<file path="src/hdl/gli_pkg.sv">
// Shared types, constants and the bin-weight table builder for the loudness integrator.
package gli_pkg;

   localparam int BIN_COUNT_DEF      = 1024;
   localparam int FLOOR_CENTI_LU_DEF = -7000;
   localparam int BIN_COUNT_BITS_DEF = 24;

   localparam int LOG_W     = 128;
   localparam int LOG_RES_W = 23;

   localparam int WEIGHT_W     = 30;
   localparam int WEIGHT_DEPTH = 1000;
   localparam int WIDX_W       = 10;

   localparam logic [14:0] GATE_LEN_RESET = 15'd4800;

   localparam logic signed [25:0] K_CENTI_Q16  = 26'sd19728302;
   localparam logic signed [25:0] K_BIN_Q16    = 26'sd1972830;
   localparam logic signed [24:0] LOG2_1E9_Q16 = 25'sd1959353;
   localparam logic signed [24:0] LOG2_2E40    = 25'sd2621440;
   localparam longint OFFSET_Q32    = 64'sd296782240154;
   localparam longint SILENCE_CENTI = -64'sd14400;
   localparam logic signed [14:0] SILENCE_OUT = -15'sd14400;

   localparam logic [63:0] W_ONE = 64'd1000000000;

   localparam logic [63:0] STEP_TAB [10] = '{
      64'd1000000000, 64'd977237221, 64'd954992586, 64'd933254301, 64'd912010839,
      64'd891250938, 64'd870963590, 64'd851138038, 64'd831763771, 64'd812830516
   };
   localparam logic [63:0] TENTH_TAB [10] = '{
      64'd1000000000, 64'd794328235, 64'd630957344, 64'd501187234, 64'd398107171,
      64'd316227766, 64'd251188643, 64'd199526231, 64'd158489319, 64'd125892541
   };

   typedef logic [WEIGHT_W-1:0] weight_rom_type [WEIGHT_DEPTH];

   typedef enum logic [4:0] {
      ST_CLEAR,
      ST_IDLE,
      ST_ACC,
      ST_LOG_SUM,
      ST_LOG_TALLY,
      ST_LOUD_MUL,
      ST_LOUD_CHK,
      ST_BIN_DIV,
      ST_BIN_RD,
      ST_BIN_WR,
      ST_INT_START,
      ST_WALK,
      ST_LOG_ACC,
      ST_LOG_CNT,
      ST_GATE_MUL,
      ST_GATE,
      ST_OUT_MUL,
      ST_OUT,
      ST_EMIT
   } fsm_state_type;

   typedef enum logic [1:0] {
      LOG_IDLE,
      LOG_NORM,
      LOG_SQ
   } log_state_type;

   // 10^(-d/100) in units of 1e-9, zero from one full decade of ten on
   function automatic weight_rom_type build_weight_rom();
      weight_rom_type rom;
      logic [63:0] x;
      logic [63:0] w;
      for (int q = 0; q < 10; q++) begin
         for (int a = 0; a < 10; a++) begin
            for (int b = 0; b < 10; b++) begin
               x = (TENTH_TAB[a] * STEP_TAB[b] + W_ONE / 2) / W_ONE;
               case (q)
                  0: w = x;
                  1: w = (x + 64'd5) / 64'd10;
                  2: w = (x + 64'd50) / 64'd100;
                  3: w = (x + 64'd500) / 64'd1000;
                  4: w = (x + 64'd5000) / 64'd10000;
                  5: w = (x + 64'd50000) / 64'd100000;
                  6: w = (x + 64'd500000) / 64'd1000000;
                  7: w = (x + 64'd5000000) / 64'd10000000;
                  8: w = (x + 64'd50000000) / 64'd100000000;
                  default: w = (x + 64'd500000000) / 64'd1000000000;
               endcase
               rom[q * 100 + a * 10 + b] = w[WEIGHT_W-1:0];
            end
         end
      end
      return rom;
   endfunction

endpackage

</file>
<file path="src/hdl/gli_log2.sv">
// Iterative log2 unit: normalize, then 16 mantissa squarings, Q16 result.
module gli_log2
   import gli_pkg::*;
(
   input  logic                 clock,
   input  logic                 reset,
   input  logic                 start,
   input  logic [LOG_W-1:0]     x,
   output logic                 done,
   output logic [LOG_RES_W-1:0] result
);

   log_state_type        state_ff, state_in;
   logic [LOG_W-1:0]     xn_ff, xn_in;
   logic [6:0]           e_ff, e_in;
   logic [31:0]          m_ff, m_in;
   logic [15:0]          frac_ff, frac_in;
   logic [3:0]           i_ff, i_in;
   logic                 done_ff, done_in;
   logic [LOG_RES_W-1:0] res_ff, res_in;
   logic [63:0]          sq;

   assign sq     = m_ff * m_ff;
   assign done   = done_ff;
   assign result = res_ff;

   always_ff @(posedge clock) begin
      if (reset) begin
         state_ff <= LOG_IDLE;
         done_ff  <= 1'b0;
      end else begin
         state_ff <= state_in;
         done_ff  <= done_in;
      end
      xn_ff   <= xn_in;
      e_ff    <= e_in;
      m_ff    <= m_in;
      frac_ff <= frac_in;
      i_ff    <= i_in;
      res_ff  <= res_in;
   end

   always_comb begin
      state_in = state_ff;
      xn_in    = xn_ff;
      e_in     = e_ff;
      m_in     = m_ff;
      frac_in  = frac_ff;
      i_in     = i_ff;
      done_in  = 1'b0;
      res_in   = res_ff;
      case (state_ff)
         LOG_IDLE: begin
            if (start) begin
               if (x == '0) begin
                  res_in  = '0;
                  done_in = 1'b1;
               end else begin
                  xn_in    = x;
                  e_in     = 7'd127;
                  state_in = LOG_NORM;
               end
            end
         end
         LOG_NORM: begin
            if (xn_ff[LOG_W-1 -: 16] == 16'd0) begin
               xn_in = xn_ff << 16;
               e_in  = e_ff - 7'd16;
            end else if (!xn_ff[LOG_W-1]) begin
               xn_in = xn_ff << 1;
               e_in  = e_ff - 7'd1;
            end else begin
               m_in     = xn_ff[LOG_W-1 -: 32];
               frac_in  = '0;
               i_in     = '0;
               state_in = LOG_SQ;
            end
         end
         LOG_SQ: begin
            frac_in = {frac_ff[14:0], sq[63]};
            m_in    = sq[63] ? sq[63:32] : sq[62:31];
            i_in    = i_ff + 4'd1;
            if (i_ff == 4'd15) begin
               res_in   = {e_ff, frac_in};
               done_in  = 1'b1;
               state_in = LOG_IDLE;
            end
         end
         default: state_in = LOG_IDLE;
      endcase
   end

endmodule
</file>
<file path="config.mk">
export PLATFORM = sky130hd
export DESIGN_NAME = gli_log2
export DESIGN_NICKNAME = d
export VERILOG_FILES = /design/src/hdl/gli_pkg.sv /design/src/hdl/gli_log2.sv
export SDC_FILE = /design/constraint.sdc
export NUM_CORES = 2
export LEC_CHECK = 0
export BUFFER_PORTS_ARGS = -buffer_cell sky130_fd_sc_hd__buf_2
export CAP_MARGIN = 5
export CORE_MARGIN = 1.5
export CORE_UTILIZATION = 59
export CTS_BUF_LIST = sky130_fd_sc_hd__clkbuf_16
export DETAILED_ROUTE_END_ITERATION = 7
export PLACE_DENSITY = 0.82
export RECOVER_POWER = 25
export SLEW_MARGIN = 5
export SYNTH_ARGS = -nofsm -noshare
export SYNTH_HDL_FRONTEND = slang
export SYNTH_SLANG_ARGS = --single-unit
</file>
<file path="constraint.sdc">
create_clock -name clock -period 8.2 [get_ports clock]
set_input_delay 0.82 -clock clock [delete_from_list [all_inputs] [get_ports clock]]
set_output_delay 0.82 -clock clock [all_outputs]
set_load 0.02 [all_outputs]
</file>
==> qor.txt <==
initial antenna violation count - 10
Via-to-Cell Ratio - 5.70
worst reg2reg path endpoint - m_ff[25]$_DFFE_PP_
post-route ant nets - 0
Initial Utilization - 59.8%
root buffer cell - clkbuf_16
CTS tree - built
Vias - 29200
critical path required time - 8450 ps
Worst setup SP type - flop
setup ws final - 183 ps
fin nets - 5459
I/O pins - 155
Fin. Hold Viols - 0
MaxCap Viol Count - 0
cells after synthesis - 4114
synth warn - 0
Mapped Avg Cell Area - 9.61 µm²
row count - 94
CTS Buffer Depth - 3
met3 wire length - 8860 µm
pre-CTS setup slack - 20.8 ps
Slew HR - 28.0%
Final TNS setup - 0 ps
ys async rst share - 0%
Critical Path AT - 8270 ps
post-synthesis net count - 5337
Port Buffer Count - 154
FMAX - 0.125 GHz
first-pass GRT wire length - 165000 µm
Post-synth EDFFs - 209
Slew Limit Fails - 0
M1 WL - 38600 µm
area leader, netlist - fa_1
Routed WL per cell - 19.9 µm
vias in the first global route - 31500
HP Start - reset
Max Fanout on Critical Path - 19
Clk Latency, worst-skew pair - 500 ps
setup violators final - 0
worst clock skew - 5.85 ps
Detail Route met2 WL - 49300 µm
clk sinks - 212
H-Tree Depth - 1
worst-case reg-to-reg path depth - 24
register area share after synthesis - 16.0%
Primary FF master, synth - edfxtp_1
worst slew pin tran - 1080 ps
hold path depth - 2
gpl congestion - 0.974
Tmin final - 8020 ps
post-synth cell types - 74
1st-iter DRT viols - 2710
# DRC - 0
R2R setup slack - 180 ps
most numerous cell in the Yosys netlist - inv_1
Synth area leaders - fa_1, edfxtp_1, ha_1
GRT Overall Usage - 31.1%
DIE WIDTH - 262 µm
synthesized flop and latch total - 212
Placeable Area - 0.0661 mm²
Pre-Repair DR Iteration Count - 6
Final Cycle Share - 97.8%
outcome - complete, no violations
worst hold-check path type - input pin to flop
Fillers - 5138
Crit. End Element - flop
commonest cells in the netlist - inv_1, fa_1, nand2_1, ha_1, and2_1
Die ar. - 0.0686 mm²
WHS Endpoint - state_ff[0]$_SDFFE_PP0P_
share of cells above drive strength 1 - 8.89%
top routing layer used - met5
CTS Buf Count - 22
Worst R2R Start - m_ff[13]$_DFFE_PP_
die height - 262 µm
Synth top area share - 40.0%
Post-Place Cells - 5058
Finished Layout Cells - 5123
final WL - 102000 µm
hold buffer count at cts - 0
largest net degree at the start of global routing - 116
Setup CP Type - flop to flop
gr ovfl total - 0
DP HPWL - 82400 µm
RSZ-0062 raised after global routing - true
Layout area overhead - 8.14%
synthesized area - 0.0396 mm²
clock slew seen by the registers of the worst setup and hold paths - 70 ps
critical path: stages (launching register included):
cell	delay, ps
edfxtp_1	440
buf_4	170
buf_12	160
and2_1	160
fa_1	540
inv_1	80
fa_1	460
fa_1	540
fa_1	530
inv_1	60
fa_1	560
fa_1	450
fa_1	560
fa_1	440
ha_1	370
and3_4	210
and2_4	160
a311oi_2	270
nand2_1	140
or4_4	550
a21oi_4	180
a211oi_1	110
or3_1	330
a32oi_1	200
o21ai_1	90
layer usage:
layer	up-vias	global-route usage (%)
met1	14500	41.1
met4	2	12.6
met5	-	0
met3	332	4.51
li1	13000	-
met2	1392	52.1
worst max-delay path by stage:
stage / to / from
6_report: m_ff[25]$_DFFE_PP_ / m_ff[13]$_DFFE_PP_
2_1_floorplan: m_ff[25]$_DFFE_PP_ / m_ff[5]$_DFFE_PP_
3_3_place_gp: m_ff[28]$_DFFE_PP_ / m_ff[13]$_DFFE_PP_
5_1_grt: m_ff[28]$_DFFE_PP_ / m_ff[13]$_DFFE_PP_
3_5_place_dp: m_ff[16]$_DFFE_PP_ / m_ff[7]$_DFFE_PP_
4_1_cts: m_ff[16]$_DFFE_PP_ / m_ff[16]$_DFFE_PP_
cells by family (layout without fill, tap and decap cells):
group                    after synthesis  count (layout)  synth area share [%]
buffers and inverters               1175            1313                  11.2
adder cells (fa/ha/maj)             1092            1092                  49.6
AND/OR/NAND/NOR                     1034            1034                  13.4
AO/OA/AOI/OAI                        498             498                  7.48
flip-flops                           212             212                  16.0
XOR/XNOR                              81              81                  1.79
multiplexers                          22              22                 0.560
other                                  0               7                     0
cell usage in the layout, fill, tap and decap left out, types with 12 or more instances in the layout:
cell type / instances
and2_1: 242
inv_1: 984
nor3_1: 14
ha_1: 298
o21bai_1: 12
xnor2_1: 42
o21ai_0: 139
nor3b_1: 98
nand4_1: 22
fa_1: 791
nand3_1: 22
buf_2: 153
a21oi_1: 177
mux2i_1: 21
o21ai_1: 22
nor4_1: 37
xor2_1: 39
buf_4: 112
nor2_1: 102
buf_12: 15
a221oi_1: 15
edfxtp_1: 209
nor2b_1: 15
a22o_1: 15
a21o_1: 25
clkbuf_16: 24
nand2_1: 424
area by class of cell:
class,instances,area (µm²),share of cell area (%)
tap,864,1080,2.53
antenna,7,17.5,0.0410
clock buffer,23,576,1.35
sequential,212,6340,14.8
clock inverter,17,138,0.322
timing repair buffer,288,2000,4.67
inverter,985,3710,8.67
multi-input combinational,2727,28900,67.6
sequential cells by signal (all words and copies together) (netlist names):
name      cells
xn_ff       128
i_ff          4
done          1
m_ff         32
state_ff      2
frac_ff      15
e_ff          7
result       23
stage by stage:
stage,hold WS (ps),cell area (µm²),utilization (%)
after detailed placement,529,41700,63.1
after floorplan,497,39600,-
after CTS,517,42500,64.2
after global placement,502,41700,63.1
final,520,42800,64.7
after global routing,524,42800,64.7
timing repair:
action | in CTS | in global routing
gates resized for setup | 1 | 40
buffers inserted | 1 | 16
pin swaps | 0 | 6
gates cloned | 0 | 1
setup endpoints to repair | 2 | 32
Power is not shown: default switching activity piles up to over one toggle a cycle in this logic, so the estimate is an artifact.
